File: config.mk
export PLATFORM = sky130hd
export DESIGN_NAME = gain_event_timeline_resolver
export DESIGN_NICKNAME = d
export VERILOG_FILES = /design/src/rtl/core/gevr_pkg.sv /design/src/rtl/core/gevr_in_reg.sv /design/src/rtl/core/gevr_core.sv /design/src/rtl/core/gevr_out_reg.sv /design/src/rtl/core/gain_event_timeline_resolver.sv
export SDC_FILE = /design/constraint.sdc
export NUM_CORES = 2
export LEC_CHECK = 0
export ABC_AREA = 1
export BUFFER_PORTS_ARGS = -buffer_cell sky130_fd_sc_hd__buf_2
export CAP_MARGIN = 5
export CELL_PAD_IN_SITES_DETAIL_PLACEMENT = 0
export CELL_PAD_IN_SITES_GLOBAL_PLACEMENT = 1
export CORE_ASPECT_RATIO = 0.8
export CORE_UTILIZATION = 45
export DETAILED_ROUTE_END_ITERATION = 10
export PLACE_DENSITY_LB_ADDON = 0.05
export SLEW_MARGIN = 25
export SYNTH_ARGS = -nofsm -noshare
export SYNTH_HDL_FRONTEND = slang
export SYNTH_SLANG_ARGS = --single-unit
File: constraint.sdc
create_clock -name i_clk -period 7.3 [get_ports i_clk]
set_input_delay 0.365 -clock i_clk [delete_from_list [all_inputs] [get_ports i_clk]]
set_output_delay 0.365 -clock i_clk [all_outputs]
set_load 0.005 [all_outputs]
File: src/rtl/core/gevr_pkg.sv
// Shared types and constants for the gain event timeline resolver.
package gevr_pkg;

    localparam int ACTION_W   = 2;
    localparam int STATUS_W   = 3;
    localparam int LEN_W      = 32;
    localparam int NUM_W      = 32;
    localparam int FLAG_W     = 8;
    localparam int GAIN_IN_W  = 8;
    localparam int GAIN_W     = 7;
    localparam int OFFSET_W   = 32;

    localparam logic [GAIN_IN_W-1:0] GAIN_MAX = 8'h7F;

    typedef enum logic [ACTION_W-1:0] {
        ACT_START = 2'd0,
        ACT_EVENT = 2'd1,
        ACT_END   = 2'd2
    } t_action;

    typedef enum logic [STATUS_W-1:0] {
        ST_OK       = 3'd0,
        ST_BAD_ARG  = 3'd1,
        ST_FLAGS    = 3'd2,
        ST_GAIN     = 3'd3,
        ST_SEQ_GAP  = 3'd4,
        ST_REGRESS  = 3'd5,
        ST_RANGE    = 3'd6
    } t_status;

endpackage

File: src/rtl/core/gevr_in_reg.sv
// Input register stage holding one accepted item until the core takes it.
module gevr_in_reg #(
    parameter int DATA_W = 184
) (
    input  logic                          i_clk,
    input  logic                          i_rst_n,
    input  logic                          i_valid,
    output logic                          o_ready,
    input  logic [DATA_W-1:0]             i_data,
    input  logic [gevr_pkg::ACTION_W-1:0] i_action,
    output logic                          o_valid,
    output logic [DATA_W-1:0]             o_data,
    output logic [gevr_pkg::ACTION_W-1:0] o_action,
    input  logic                          i_take
);
    import gevr_pkg::*;

    logic                r_valid;
    logic [DATA_W-1:0]   r_data;
    logic [ACTION_W-1:0] r_action;

    assign o_ready  = !r_valid || i_take;
    assign o_valid  = r_valid;
    assign o_data   = r_data;
    assign o_action = r_action;

    always_ff @(posedge i_clk) begin
        if (!i_rst_n) begin
            r_valid <= 1'b0;
        end else if (o_ready) begin
            r_valid <= i_valid;
        end
    end

    always_ff @(posedge i_clk) begin
        if (o_ready && i_valid) begin
            r_data   <= i_data;
            r_action <= i_action;
        end
    end

endmodule

File: src/rtl/core/gevr_core.sv
// Frame window state, event checks, working and committed gain state.
module gevr_core #(
    parameter int SAMPLE_WIDTH      = 48,
    parameter int COUNT_WIDTH       = 48,
    parameter int EVENT_COUNT_WIDTH = 16,
    parameter int IN_W              = 184,
    parameter int OUT_W             = 200
) (
    input  logic                          i_clk,
    input  logic                          i_rst_n,
    input  logic                          i_cfg_we,
    input  logic [gevr_pkg::FLAG_W-1:0]   i_cfg_wdata,
    input  logic                          i_valid,
    input  logic [IN_W-1:0]               i_data,
    input  logic [gevr_pkg::ACTION_W-1:0] i_action,
    input  logic                          i_out_free,
    output logic                          o_take,
    output logic                          o_res_valid,
    output logic [OUT_W-1:0]              o_res_data
);
    import gevr_pkg::*;

    localparam int SW  = SAMPLE_WIDTH;
    localparam int CW  = COUNT_WIDTH;
    localparam int EW  = EVENT_COUNT_WIDTH;
    localparam int LEN_LO = SW;
    localparam int NUM_LO = SW + LEN_W;
    localparam int ES_LO  = NUM_LO + NUM_W;
    localparam int FLG_LO = ES_LO + SW;
    localparam int G1_LO  = FLG_LO + FLAG_W;
    localparam int G2_LO  = G1_LO + GAIN_IN_W;
    localparam int O_SG   = STATUS_W;
    localparam int O_EG   = O_SG + GAIN_W;
    localparam int O_OFF  = O_EG + GAIN_W;
    localparam int O_SEEN = O_OFF + OFFSET_W;
    localparam int O_TS   = O_SEEN + 1;
    localparam int O_TE   = O_TS + CW;
    localparam int O_EF   = O_TE + CW;
    localparam int O_ET   = O_EF + EW;
    localparam int O_EC   = O_ET + EW;
    localparam bit WIDE_SAMPLE = (SAMPLE_WIDTH >= 64);

    // unpacked item
    t_action               w_act;
    logic [SW-1:0]         w_ffs;
    logic [LEN_W-1:0]      w_len;
    logic [NUM_W-1:0]      w_num;
    logic [SW-1:0]         w_smp;
    logic [FLAG_W-1:0]     w_flg;
    logic [GAIN_IN_W-1:0]  w_g1;
    logic [GAIN_IN_W-1:0]  w_g2;

    logic [FLAG_W-1:0]     r_mask;

    logic [GAIN_W-1:0]     r_sv_gain,  n_sv_gain;
    logic [NUM_W-1:0]      r_sv_next,  n_sv_next;
    logic                  r_sv_nknown, n_sv_nknown;
    logic [SW-1:0]         r_sv_last,  n_sv_last;
    logic                  r_sv_sknown, n_sv_sknown;
    logic [CW-1:0]         r_sv_trans, n_sv_trans;

    logic [GAIN_W-1:0]     r_wk_gain,  n_wk_gain;
    logic [NUM_W-1:0]      r_wk_next,  n_wk_next;
    logic                  r_wk_nknown, n_wk_nknown;
    logic [SW-1:0]         r_wk_last,  n_wk_last;
    logic                  r_wk_sknown, n_wk_sknown;
    logic [CW-1:0]         r_wk_trans, n_wk_trans;

    logic [SW-1:0]         r_win_begin, n_win_begin;
    logic [SW:0]           r_win_end,   n_win_end;
    logic                  r_inside,    n_inside;
    logic                  r_stopped,   n_stopped;
    t_status               r_err,       n_err;
    logic [GAIN_W-1:0]     r_gain_start, n_gain_start;
    logic [CW-1:0]         r_cnt_start,  n_cnt_start;
    logic [EW-1:0]         r_ev_before,  n_ev_before;
    logic [EW-1:0]         r_ev_taken,   n_ev_taken;
    logic [OFFSET_W-1:0]   r_offset,     n_offset;
    logic                  r_offset_set, n_offset_set;

    // event checks against the working copy
    t_status               w_chk;
    logic                  w_changed;
    logic [SW:0]           w_sum;
    logic [SW-1:0]         w_rel;
    logic [GAIN_W-1:0]     w_snap_gain;
    logic [CW-1:0]         w_snap_cnt;
    logic [EW-1:0]         w_snap_before;
    logic                  w_fire;

    assign w_act = t_action'(i_action);
    assign w_ffs = i_data[SW-1:0];
    assign w_len = i_data[LEN_LO +: LEN_W];
    assign w_num = i_data[NUM_LO +: NUM_W];
    assign w_smp = i_data[ES_LO +: SW];
    assign w_flg = i_data[FLG_LO +: FLAG_W];
    assign w_g1  = i_data[G1_LO +: GAIN_IN_W];
    assign w_g2  = i_data[G2_LO +: GAIN_IN_W];

    assign o_take      = i_valid && ((w_act != ACT_END) || i_out_free);
    assign w_fire      = o_take;
    assign o_res_valid = w_fire && (w_act == ACT_END);

    assign w_sum     = {1'b0, w_ffs} + {{(SW + 1 - LEN_W){1'b0}}, w_len};
    assign w_rel     = w_smp - r_win_begin;
    assign w_changed = (w_g1[GAIN_W-1:0] != r_wk_gain);

    always_comb begin
        if ((w_flg & ~r_mask) != '0) begin
            w_chk = ST_FLAGS;
        end else if ((w_g1 > GAIN_MAX) || (w_g1 != w_g2)) begin
            w_chk = ST_GAIN;
        end else if (r_wk_nknown && (w_num != r_wk_next)) begin
            w_chk = ST_SEQ_GAP;
        end else if (r_wk_sknown && (w_smp < r_wk_last)) begin
            w_chk = ST_REGRESS;
        end else if (&r_wk_trans) begin
            w_chk = ST_RANGE;
        end else begin
            w_chk = ST_OK;
        end
    end

    // snapshot values as seen at the frame start
    always_comb begin
        if (r_inside) begin
            w_snap_gain   = r_gain_start;
            w_snap_cnt    = r_cnt_start;
            w_snap_before = r_ev_before;
        end else begin
            w_snap_gain   = r_wk_gain;
            w_snap_cnt    = r_wk_trans;
            w_snap_before = r_ev_taken;
        end
    end

    always_comb begin
        n_sv_gain    = r_sv_gain;
        n_sv_next    = r_sv_next;
        n_sv_nknown  = r_sv_nknown;
        n_sv_last    = r_sv_last;
        n_sv_sknown  = r_sv_sknown;
        n_sv_trans   = r_sv_trans;
        n_wk_gain    = r_wk_gain;
        n_wk_next    = r_wk_next;
        n_wk_nknown  = r_wk_nknown;
        n_wk_last    = r_wk_last;
        n_wk_sknown  = r_wk_sknown;
        n_wk_trans   = r_wk_trans;
        n_win_begin  = r_win_begin;
        n_win_end    = r_win_end;
        n_inside     = r_inside;
        n_stopped    = r_stopped;
        n_err        = r_err;
        n_gain_start = r_gain_start;
        n_cnt_start  = r_cnt_start;
        n_ev_before  = r_ev_before;
        n_ev_taken   = r_ev_taken;
        n_offset     = r_offset;
        n_offset_set = r_offset_set;
        if (w_fire) begin
            unique case (w_act)
                ACT_START: begin
                    n_wk_gain    = r_sv_gain;
                    n_wk_next    = r_sv_next;
                    n_wk_nknown  = r_sv_nknown;
                    n_wk_last    = r_sv_last;
                    n_wk_sknown  = r_sv_sknown;
                    n_wk_trans   = r_sv_trans;
                    n_win_begin  = w_ffs;
                    n_win_end    = w_sum;
                    n_inside     = 1'b0;
                    n_stopped    = 1'b0;
                    n_gain_start = '0;
                    n_cnt_start  = '0;
                    n_ev_before  = '0;
                    n_ev_taken   = '0;
                    n_offset     = '0;
                    n_offset_set = 1'b0;
                    if (w_len == '0) begin
                        n_err = ST_BAD_ARG;
                    end else if (WIDE_SAMPLE && w_sum[SW]) begin
                        n_err = ST_RANGE;
                    end else begin
                        n_err = ST_OK;
                    end
                end
                ACT_EVENT: begin
                    if ((r_err == ST_OK) && !r_stopped) begin
                        if (!r_inside && (w_smp < r_win_begin)) begin
                            if (w_chk != ST_OK) begin
                                n_err = w_chk;
                            end else begin
                                n_wk_gain   = w_g1[GAIN_W-1:0];
                                n_wk_next   = w_num + NUM_W'(1);
                                n_wk_nknown = 1'b1;
                                n_wk_last   = w_smp;
                                n_wk_sknown = 1'b1;
                                n_wk_trans  = r_wk_trans + CW'(1);
                                if (!(&r_ev_taken)) begin
                                    n_ev_taken = r_ev_taken + EW'(1);
                                end
                            end
                        end else begin
                            n_inside     = 1'b1;
                            n_gain_start = w_snap_gain;
                            n_cnt_start  = w_snap_cnt;
                            n_ev_before  = w_snap_before;
                            if ({1'b0, w_smp} >= r_win_end) begin
                                n_stopped = 1'b1;
                            end else if (w_chk != ST_OK) begin
                                n_err = w_chk;
                            end else begin
                                n_wk_gain   = w_g1[GAIN_W-1:0];
                                n_wk_next   = w_num + NUM_W'(1);
                                n_wk_nknown = 1'b1;
                                n_wk_last   = w_smp;
                                n_wk_sknown = 1'b1;
                                n_wk_trans  = r_wk_trans + CW'(1);
                                if (!(&r_ev_taken)) begin
                                    n_ev_taken = r_ev_taken + EW'(1);
                                end
                                if (w_changed && !r_offset_set) begin
                                    n_offset     = w_rel[OFFSET_W-1:0];
                                    n_offset_set = 1'b1;
                                end
                                if (w_smp == r_win_begin) begin
                                    n_gain_start = w_g1[GAIN_W-1:0];
                                end
                            end
                        end
                    end
                end
                ACT_END: begin
                    n_stopped = 1'b1;
                    if (r_err == ST_OK) begin
                        n_inside     = 1'b1;
                        n_gain_start = w_snap_gain;
                        n_cnt_start  = w_snap_cnt;
                        n_ev_before  = w_snap_before;
                        n_sv_gain    = r_wk_gain;
                        n_sv_next    = r_wk_next;
                        n_sv_nknown  = r_wk_nknown;
                        n_sv_last    = r_wk_last;
                        n_sv_sknown  = r_wk_sknown;
                        n_sv_trans   = r_wk_trans;
                    end
                end
                default: begin
                end
            endcase
        end
    end

    always_comb begin
        o_res_data = '0;
        o_res_data[STATUS_W-1:0] = r_err;
        if (r_err == ST_OK) begin
            o_res_data[O_SG +: GAIN_W]   = w_snap_gain;
            o_res_data[O_EG +: GAIN_W]   = r_wk_gain;
            o_res_data[O_OFF +: OFFSET_W] = r_offset;
            o_res_data[O_SEEN]           = r_offset_set;
            o_res_data[O_TS +: CW]       = w_snap_cnt;
            o_res_data[O_TE +: CW]       = r_wk_trans;
            o_res_data[O_EF +: EW]       = w_snap_before;
            o_res_data[O_ET +: EW]       = r_ev_taken - w_snap_before;
            o_res_data[O_EC +: EW]       = r_ev_taken;
        end
    end

    always_ff @(posedge i_clk) begin
        if (!i_rst_n) begin
            r_mask       <= '0;
            r_sv_gain    <= '0;
            r_sv_next    <= '0;
            r_sv_nknown  <= 1'b0;
            r_sv_last    <= '0;
            r_sv_sknown  <= 1'b0;
            r_sv_trans   <= '0;
            r_wk_gain    <= '0;
            r_wk_next    <= '0;
            r_wk_nknown  <= 1'b0;
            r_wk_last    <= '0;
            r_wk_sknown  <= 1'b0;
            r_wk_trans   <= '0;
            r_win_begin  <= '0;
            r_win_end    <= '0;
            r_inside     <= 1'b0;
            r_stopped    <= 1'b0;
            r_err        <= ST_OK;
            r_gain_start <= '0;
            r_cnt_start  <= '0;
            r_ev_before  <= '0;
            r_ev_taken   <= '0;
            r_offset     <= '0;
            r_offset_set <= 1'b0;
        end else begin
            if (i_cfg_we) begin
                r_mask <= i_cfg_wdata;
            end
            r_sv_gain    <= n_sv_gain;
            r_sv_next    <= n_sv_next;
            r_sv_nknown  <= n_sv_nknown;
            r_sv_last    <= n_sv_last;
            r_sv_sknown  <= n_sv_sknown;
            r_sv_trans   <= n_sv_trans;
            r_wk_gain    <= n_wk_gain;
            r_wk_next    <= n_wk_next;
            r_wk_nknown  <= n_wk_nknown;
            r_wk_last    <= n_wk_last;
            r_wk_sknown  <= n_wk_sknown;
            r_wk_trans   <= n_wk_trans;
            r_win_begin  <= n_win_begin;
            r_win_end    <= n_win_end;
            r_inside     <= n_inside;
            r_stopped    <= n_stopped;
            r_err        <= n_err;
            r_gain_start <= n_gain_start;
            r_cnt_start  <= n_cnt_start;
            r_ev_before  <= n_ev_before;
            r_ev_taken   <= n_ev_taken;
            r_offset     <= n_offset;
            r_offset_set <= n_offset_set;
        end
    end

endmodule

File: src/rtl/core/gevr_out_reg.sv
// Result register holding one summary until the downstream side takes it.
module gevr_out_reg #(
    parameter int DATA_W = 200
) (
    input  logic              i_clk,
    input  logic              i_rst_n,
    input  logic              i_load,
    input  logic [DATA_W-1:0] i_data,
    output logic              o_free,
    output logic              o_valid,
    output logic [DATA_W-1:0] o_data,
    input  logic              i_ready
);
    import gevr_pkg::*;

    logic              r_valid;
    logic [DATA_W-1:0] r_data;

    assign o_free  = !r_valid || i_ready;
    assign o_valid = r_valid;
    assign o_data  = r_data;

    always_ff @(posedge i_clk) begin
        if (!i_rst_n) begin
            r_valid <= 1'b0;
        end else if (i_load) begin
            r_valid <= 1'b1;
        end else if (i_ready) begin
            r_valid <= 1'b0;
        end
    end

    always_ff @(posedge i_clk) begin
        if (i_load) begin
            r_data <= i_data;
        end
    end

endmodule

File: src/rtl/core/gain_event_timeline_resolver.sv
// Top level of the gain event timeline resolver.
//
//  channel  | direction | transfer when                  | carries
//  s_axis   | in        | s_axis_tvalid & s_axis_tready  | action in tuser, item in tdata
//  m_axis   | out       | m_axis_tvalid & m_axis_tready  | frame summary in tdata
//  cfg      | in        | i_cfg_we                       | accepted event flag mask
//
// One item per cycle while m_axis does not hold back end items; a summary is valid on m_axis
// once its end item has passed the input register and has been loaded into the result
// register.
// Reset is synchronous, active low, and clears all gain and frame state and the mask.
// A stalled m_axis holds back only end items; start and event items pass freely until
// an end item waits in the input register, which then holds s_axis_tready low.
module gain_event_timeline_resolver #(
    parameter int SAMPLE_WIDTH      = 48,
    parameter int COUNT_WIDTH       = 48,
    parameter int EVENT_COUNT_WIDTH = 16,
    localparam int IN_W  = (((2 * SAMPLE_WIDTH + 88) + 7) / 8) * 8,
    localparam int OUT_W = (((50 + 2 * COUNT_WIDTH + 3 * EVENT_COUNT_WIDTH) + 7) / 8) * 8
) (
    input  logic                          i_clk,
    input  logic                          i_rst_n,
    input  logic                          i_cfg_we,
    input  logic [gevr_pkg::FLAG_W-1:0]   i_cfg_wdata,
    input  logic                          s_axis_tvalid,
    output logic                          s_axis_tready,
    // frame_first_sample, frame_length, event_number, event_sample,
    // event_flags, first_gain, second_gain, zero fill
    input  logic [IN_W-1:0]               s_axis_tdata,
    // action
    input  logic [gevr_pkg::ACTION_W-1:0] s_axis_tuser,
    output logic                          m_axis_tvalid,
    input  logic                          m_axis_tready,
    // status, start_gain, end_gain, change_offset, change_seen,
    // transitions_at_start, transitions_at_end, frame_event_first,
    // frame_event_total, events_consumed, zero fill
    output logic [OUT_W-1:0]              m_axis_tdata
);
    import gevr_pkg::*;

    localparam int O_EF = 50 + 2 * COUNT_WIDTH;
    localparam int O_EC = O_EF + 2 * EVENT_COUNT_WIDTH;
    localparam int O_HI = O_EC + EVENT_COUNT_WIDTH;

    logic                w_in_valid;
    logic [IN_W-1:0]     w_in_data;
    logic [ACTION_W-1:0] w_in_action;
    logic                w_take;
    logic                w_out_free;
    logic                w_res_valid;
    logic [OUT_W-1:0]    w_res_data;

    gevr_in_reg #(
        .DATA_W (IN_W)
    ) u_in_reg (
        .i_clk    (i_clk),
        .i_rst_n  (i_rst_n),
        .i_valid  (s_axis_tvalid),
        .o_ready  (s_axis_tready),
        .i_data   (s_axis_tdata),
        .i_action (s_axis_tuser),
        .o_valid  (w_in_valid),
        .o_data   (w_in_data),
        .o_action (w_in_action),
        .i_take   (w_take)
    );

    gevr_core #(
        .SAMPLE_WIDTH      (SAMPLE_WIDTH),
        .COUNT_WIDTH       (COUNT_WIDTH),
        .EVENT_COUNT_WIDTH (EVENT_COUNT_WIDTH),
        .IN_W              (IN_W),
        .OUT_W             (OUT_W)
    ) u_core (
        .i_clk       (i_clk),
        .i_rst_n     (i_rst_n),
        .i_cfg_we    (i_cfg_we),
        .i_cfg_wdata (i_cfg_wdata),
        .i_valid     (w_in_valid),
        .i_data      (w_in_data),
        .i_action    (w_in_action),
        .i_out_free  (w_out_free),
        .o_take      (w_take),
        .o_res_valid (w_res_valid),
        .o_res_data  (w_res_data)
    );

    gevr_out_reg #(
        .DATA_W (OUT_W)
    ) u_out_reg (
        .i_clk   (i_clk),
        .i_rst_n (i_rst_n),
        .i_load  (w_res_valid),
        .i_data  (w_res_data),
        .o_free  (w_out_free),
        .o_valid (m_axis_tvalid),
        .o_data  (m_axis_tdata),
        .i_ready (m_axis_tready)
    );

    a_no_overwrite: assert property (@(posedge i_clk) disable iff (!i_rst_n)
        w_res_valid |-> (!m_axis_tvalid || m_axis_tready))
        else $error("summary loaded over an untaken result");

    a_stall_holds_input: assert property (@(posedge i_clk) disable iff (!i_rst_n)
        (w_in_valid && !w_take) |-> !s_axis_tready)
        else $error("input accepted while held item not taken");

    a_error_clean: assert property (@(posedge i_clk) disable iff (!i_rst_n)
        (m_axis_tvalid && (m_axis_tdata[STATUS_W-1:0] != ST_OK))
            |-> (m_axis_tdata[OUT_W-1:STATUS_W] == '0))
        else $error("error summary carries non-zero fields");

    a_counts_order: assert property (@(posedge i_clk) disable iff (!i_rst_n)
        m_axis_tvalid |-> (m_axis_tdata[O_EF +: EVENT_COUNT_WIDTH]
                           <= m_axis_tdata[O_EC +: EVENT_COUNT_WIDTH]))
        else $error("events before frame exceed events consumed");

    a_pad_zero: assert property (@(posedge i_clk) disable iff (!i_rst_n)
        m_axis_tvalid |-> ((m_axis_tdata >> O_HI) == '0))
        else $error("result fill bits not zero");

endmodule

Yosys cells after proc, flatten, opt, wreduce, memory -nomap -nowiden
Cells that the tools add are included.
- register bits after elaboration: 886
- input bits: 199
- word-level logic and storage cells: 177
- add/subtract/negate cells: 6
- order comparisons: 4
- eq/ne operators: 15
- mux-type cells: 87
- bitwise gates (word level): 2
- reductions and logical operators: 33
- operators with widths (cell ; number):
    48-bit two-way mux ; 12
    32-bit two-way mux ; 9
    48-bit case mux with 2 select lines ; 2
    16-bit two-way mux ; 9
    48-bit case mux with 3 select lines ; 1
    32-bit case mux with 2 select lines ; 2
    48-bit less-than comparator ; 2
    7-bit two-way mux ; 11
    48-bit by 32-bit adder with 49-bit output ; 1
    48-bit by 49-bit >= comparator with 1-bit output ; 1
    48-bit by 1-bit adder with 48-bit output, second input constant ; 1
    48-bit == test ; 1
    16-bit case mux with 3 select lines ; 1
    48-bit AND reduction ; 1
    32-bit by 1-bit adder with 32-bit output, second input constant ; 1
    32-bit zero test ; 1
    32-bit inequality test ; 1
    16-bit case mux with 2 select lines ; 1
    32-bit subtractor ; 1
    3-bit two-way mux ; 9
    1-bit two-way mux ; 22
    7-bit case mux with 3 select lines ; 1
    16-bit by 1-bit adder with 16-bit output, second input constant ; 1
    16-bit AND reduction ; 1
    28 further kinds ; 54

Logic depth before layout (Yosys ltp)
- depth in word-level cells: 12
- gate-level depth with buffers: 21
- depth with buffers taken out: 20

By module
From an unflattened synthesis, not the netlist that was laid out.
- cells, all modules: 5283
- area total of the unflattened synthesis: 44011.0 sq um
- by module, submodules not included (module ; instances ; cells an instance ; area each (sq um) ; seq. area each (sq um)):
    gevr_core ; 1 ; 4884 ; 32322.2 ; 10089.7
    gevr_out_reg ; 1 ; 206 ; 6052.1 ; 6025.8
    gevr_in_reg ; 1 ; 193 ; 5636.7 ; 5605.4

Worst setup path after synthesis
OpenSTA, ideal clock, no wires.
- kind: flip-flop to flip-flop
- from: register u_in_reg.r_action[0] (netlist: u_in_reg.o_action[0])
- to: register u_out_reg.r_data[0] (netlist: u_out_reg.o_data[0]), enable pin
- arrival: 4.779 ns
- data required time: 6.753 ns
- setup slack: 1.975 ns
- cell stages (with the launch flop): 6
- buffers on the path: 1
- period minus slack after synthesis: 5.325 ns
- path through: edfxtp_1 inv_1 ha_1 clkbuf_1 nand2_1 inv_1
- cells in the longest elaborated chain, start to end: 4
- ends and longest elaborated chain (what ; RTL line ; text):
    start: declaration ; gevr_in_reg.sv:20 ; logic [ACTION_W-1:0] r_action;
    start signal: assignment ; gevr_in_reg.sv:38 ; r_action <= i_action;
    2-bit inequality test ; gevr_core.sv:100 ; assign o_take = i_valid && ((w_act != ACT_END) || i_out_free);
    1-bit logical OR ; gevr_core.sv:100 ;
    1-bit logical AND ; gevr_core.sv:100 ;
    1-bit logical AND (*) ; gevr_core.sv:102 ; assign o_res_valid = w_fire && (w_act == ACT_END);
    named net u_core.o_res_valid ; gevr_core.sv:18 ; output logic o_res_valid,
    end signal: assignment ; gevr_out_reg.sv:35 ; r_data <= i_data;
    end: declaration ; gevr_out_reg.sv:17 ; logic [DATA_W-1:0] r_data;
The timed path passes the listed nets; every way through them passes the cells marked *.
A chain may end at the register's enable or synchronous reset.

Worst setup path in the final report
- from: register u_in_reg.r_data[119] (netlist: u_in_reg.o_data[119])
- to: register u_core.r_cnt_start[13]
- cells in the longest elaborated chain, start to end: 4
- ends and longest elaborated chain (what ; RTL line ; text):
    start: declaration ; gevr_in_reg.sv:19 ; logic [DATA_W-1:0] r_data;
    start signal: assignment ; gevr_in_reg.sv:37 ; r_data <= i_data;
    48-bit less-than comparator ; gevr_core.sv:190 ; if (!r_inside && (w_smp < r_win_begin)) begin
    1-bit logical AND ; gevr_core.sv:190 ;
    2-bit inequality test (no source line) ; - ;
    5-bit AND reduction (no source line) ; - ;
    end signal: assignment ; gevr_core.sv:319 ; r_cnt_start <= n_cnt_start;
    end: declaration ; gevr_core.sv:75 ; logic [CW-1:0] r_cnt_start, n_cnt_start;
Every way passes these cells.

==> reports/metrics.cfg <==
[hold_path]
hold_path_class=primary input to flop
min_delay_worst_endpoint=u_core.r_mask[7]
whs_path_depth=3
holdCritStartpoint=i_cfg_we

[worst_setup_path]
required_ps=7800
worst-path-max-fanout=61
critical_path_class=flop to flop
cp-end-kind=flop
regToRegSetupSlack_ps=3240
worst_r2r_endpoint=u_core.r_cnt_start[13]
r2r-start=u_in_reg.o_data[119]
worst-r2r-cell-count=17
worstPathArrival_ps=4560
start_kind=flop

[timing]
fin_worst_setup_slack_ps=3240
fin_worst_skew_ps=27.6
worstMarginPinSlew_ps=1200
worst_slew_margin_rel_pct=19.6
hold_violations=0
max_freq_mhz=247
setup_viol=0
final.setup.tns_ps=0
max_slew_violation_count=0
layout_worst_path_cycle_share_pct=55.6
fin_crit_ps=4060
rsz0062_at_grt=no

[floorplan]
core_region_area_um2=95300
die_h_um=280
core.rowCount=101
die_area_um2=97900
start_util_pct=45.6
overall_die_width_um=350
top_level_i_o_count=401

[detailed_routing]
firstDrtPassIters=6
drc_errors=0
vias_per_cell=5.13
postRouteAntennaNets=0
detailroute.via_count=36147
detail_route.iter0.violations=2841
finalWirelength_um=128000
wirelength_per_cell_um=18.2

[synthesis]
synth.largest_area_cell=sky130_fd_sc_hd__edfxtp_1
mappedNetlistArea_um2=43500
synth_seq_cells=886
synth_enable_flop_cells=380
synthCells=5186
post_synth.cell_area_avg_um2=8.39
postSynth.topFlopCell=sky130_fd_sc_hd__dfxtp_1
postSynth.asyncResetShare_pct=0
ys_top_cells_by_area=sky130_fd_sc_hd__edfxtp_1 (26%), sky130_fd_sc_hd__dfxtp_1 (23%), sky130_fd_sc_hd__nand2_1 (6.5%)
yosys.area.top_type_share_pct=26.2
yosysUniqueCellTypes=56
seq_area_frac_synth_pct=49.5
yosysWarningCount=0

[clocking]
cts_buffer_depth=3
htree_num_levels=3
cts_root_buf=sky130_fd_sc_hd__clkbuf_16
cts.sinks=886
cts_bufs_inserted=94
clk_pin_slew_ps=60
tritoncts=done
post-cts-setup-buffers=0
clk_latency_ps=680

[global_route]
number_of_global_route_vias_before_repair=33683
grtUsageTotal_pct=25.8
pin_count_of_the_biggest_net_entering_global_routing=128
grt_antenna_before_repair=7
overflow=0
global_route_wire_length_before_repair_um=197000

[cells_and_area]
layout.nets=6075
post_layout_nonfiller_instances=7043
post_route_cells_drive_above_1_share_pct=10.8
area_growth_syn_to_layout_pct=18.4

[placed_design]
dpl.cell_count=6672
gp_congestion=0.883
io_buffer_count=394
dpl_worst_slack_ps=3300
dp.final_hpwl_um=88800

[outcome]
run_status=completed

[run]
maxCapViolCount=0

[power_and_ir_drop]
max-vdd-ir-drop_uv=198
power_per_unit_of_standard_cell_area_nw_per_um2=228
power.leakage_nw=20.6

how the worst max path moves through the flow:
| stage | start | end |
|---|---|---|
| floorplan | u_in_reg.o_action[0] | u_out_reg.o_data[0] |
| global route | u_in_reg.o_data[155] | u_core.r_cnt_start[8] |
| CTS | u_in_reg.o_action[0] | u_core.r_cnt_start[10] |
| finish | u_in_reg.o_data[119] | u_core.r_cnt_start[13] |
| global placement | u_in_reg.o_data[155] | u_core.r_cnt_start[24] |
| detailed placement | u_in_reg.o_action[0] | u_core.r_cnt_start[28] |
area by class of cell:
class | instances | area (µm²)
timing repair buffer | 617 | 4160
fill | 9078 | 43800
inverter | 684 | 2590
antenna | 1 | 2.50
clock buffer | 145 | 2680
multi-input combinational | 3393 | 18400
clock inverter | 30 | 438
tap | 1287 | 1610
sequential | 886 | 21500
sequential cells by signal, indices dropped and copies added (netlist names), 3 cells and up:
name / count
u_core.r_ev_taken: 16
u_in_reg.o_data: 184
u_core.r_sv_gain: 7
u_core.r_win_begin: 48
u_core.r_wk_last: 48
u_out_reg.o_data: 194
u_core.r_cnt_start: 48
u_core.r_err: 3
u_core.r_offset: 32
u_core.r_win_end: 49
u_core.r_gain_start: 7
u_core.r_mask: 8
u_core.r_wk_trans: 48
u_core.r_sv_trans: 48
u_core.r_sv_last: 48
u_core.r_sv_next: 32
u_core.r_wk_gain: 7
u_core.r_wk_next: 32
u_core.r_ev_before: 16
synth_stat cells, types with 9 or more instances:
master                       n
sky130_fd_sc_hd__nor2_1    636
sky130_fd_sc_hd__a31oi_1    18
sky130_fd_sc_hd__edfxtp_1  380
sky130_fd_sc_hd__a211oi_1   35
sky130_fd_sc_hd__ha_1      197
sky130_fd_sc_hd__buf_2      25
sky130_fd_sc_hd__nand4_1    63
sky130_fd_sc_hd__nor4_1     28
sky130_fd_sc_hd__a21oi_1   528
sky130_fd_sc_hd__or2_2      13
sky130_fd_sc_hd__nand2_1   748
sky130_fd_sc_hd__o21a_1     12
sky130_fd_sc_hd__xnor2_1    47
sky130_fd_sc_hd__nor3_1     64
sky130_fd_sc_hd__buf_4      11
sky130_fd_sc_hd__a21o_1     16
sky130_fd_sc_hd__mux2i_1    82
sky130_fd_sc_hd__o22ai_1    66
sky130_fd_sc_hd__buf_1      16
sky130_fd_sc_hd__buf_6       9
sky130_fd_sc_hd__o21bai_1   18
sky130_fd_sc_hd__xor2_1    103
sky130_fd_sc_hd__o21ai_0   499
sky130_fd_sc_hd__clkbuf_1  159
sky130_fd_sc_hd__nand3_1   129
sky130_fd_sc_hd__dfxtp_1   506
sky130_fd_sc_hd__inv_1     673
placed cells by master (no fill, tap or decap), drive strengths merged, types with 28 or more instances in the layout:
master | synthesis | layout
o21ai | 507 | 507
nor3 | 69 | 69
xnor2 | 47 | 47
clkbuf | 167 | 146
nand4 | 64 | 64
o22ai | 66 | 66
nand3 | 133 | 133
nand2 | 751 | 751
ha | 197 | 197
dlygate4sd3 | 0 | 194
nor2 | 645 | 645
dfxtp | 506 | 506
mux2i | 82 | 82
a21oi | 533 | 533
edfxtp | 380 | 380
nor4 | 28 | 28
xor2 | 103 | 103
inv | 681 | 682
buf | 61 | 422
a211oi | 35 | 35
metal layers:
| metal | track usage (%) | wire length, µm |
|---|---|---|
| met2 | 38.9 | 54900 |
| met1 | 38.6 | 63700 |
| met3 | 3.91 | 7100 |
| met5 | 0 | 31 |
| met4 | 5.94 | 2640 |
through the flow:
stage                     power, mW  area, µm²  hold slack, ps  utilization (%)
after CTS                      11.8      51400            28.7             54.0
after detailed placement       6.84      46400             440             48.7
after global placement         6.83      46400             434             48.7
final                          11.7      51500            66.8             54.0
after floorplan                6.42      43500             424                -
after global routing           12.2      51500            44.7             54.0
report_power, final:
group / internal, mW / switching [mW] / leakage [nW]
Sequential: 5.36 / 0.136 / 7.82
Clock: 2.88 / 2.04 / 1.51
Combinational: 0.487 / 0.848 / 11.3
Total: 8.73 / 3.02 / 20.6
repair_timing:
action                    in CTS  in global routing
hold buffers                 194                  0
resized for setup              0                  0
hold endpoints to repair     194                  0
critical path, cell delays in order (launching register included):
cell and delay, ps:
sky130_fd_sc_hd__edfxtp_1 550, sky130_fd_sc_hd__ha_1 450, sky130_fd_sc_hd__nand2_1 120, sky130_fd_sc_hd__nor2_1 170, sky130_fd_sc_hd__nand2_1 70, sky130_fd_sc_hd__nand2_1 120, sky130_fd_sc_hd__nand2_1 100, sky130_fd_sc_hd__nand2_2 180
sky130_fd_sc_hd__nand2_1 80, sky130_fd_sc_hd__nand4_1 130, sky130_fd_sc_hd__nand2_1 70, sky130_fd_sc_hd__nand2_1 320, sky130_fd_sc_hd__nand2_1 420, sky130_fd_sc_hd__inv_2 110, sky130_fd_sc_hd__buf_4 660, sky130_fd_sc_hd__o22ai_1 160
sky130_fd_sc_hd__inv_1 90, sky130_fd_sc_hd__nor2_1 40
cells by family after synthesis:
group | count (synthesis) | share of synthesized area [%]
flops | 886 | 49.5
compound gates | 1235 | 15.2
xor+xnor | 150 | 3.02
mux | 82 | 1.89
other cells | 1 | 0.00862
fa+ha+maj | 200 | 5.81
buf+inv | 912 | 8.22
simple gates | 1720 | 16.4
Power figures use the tool's default switching activity.
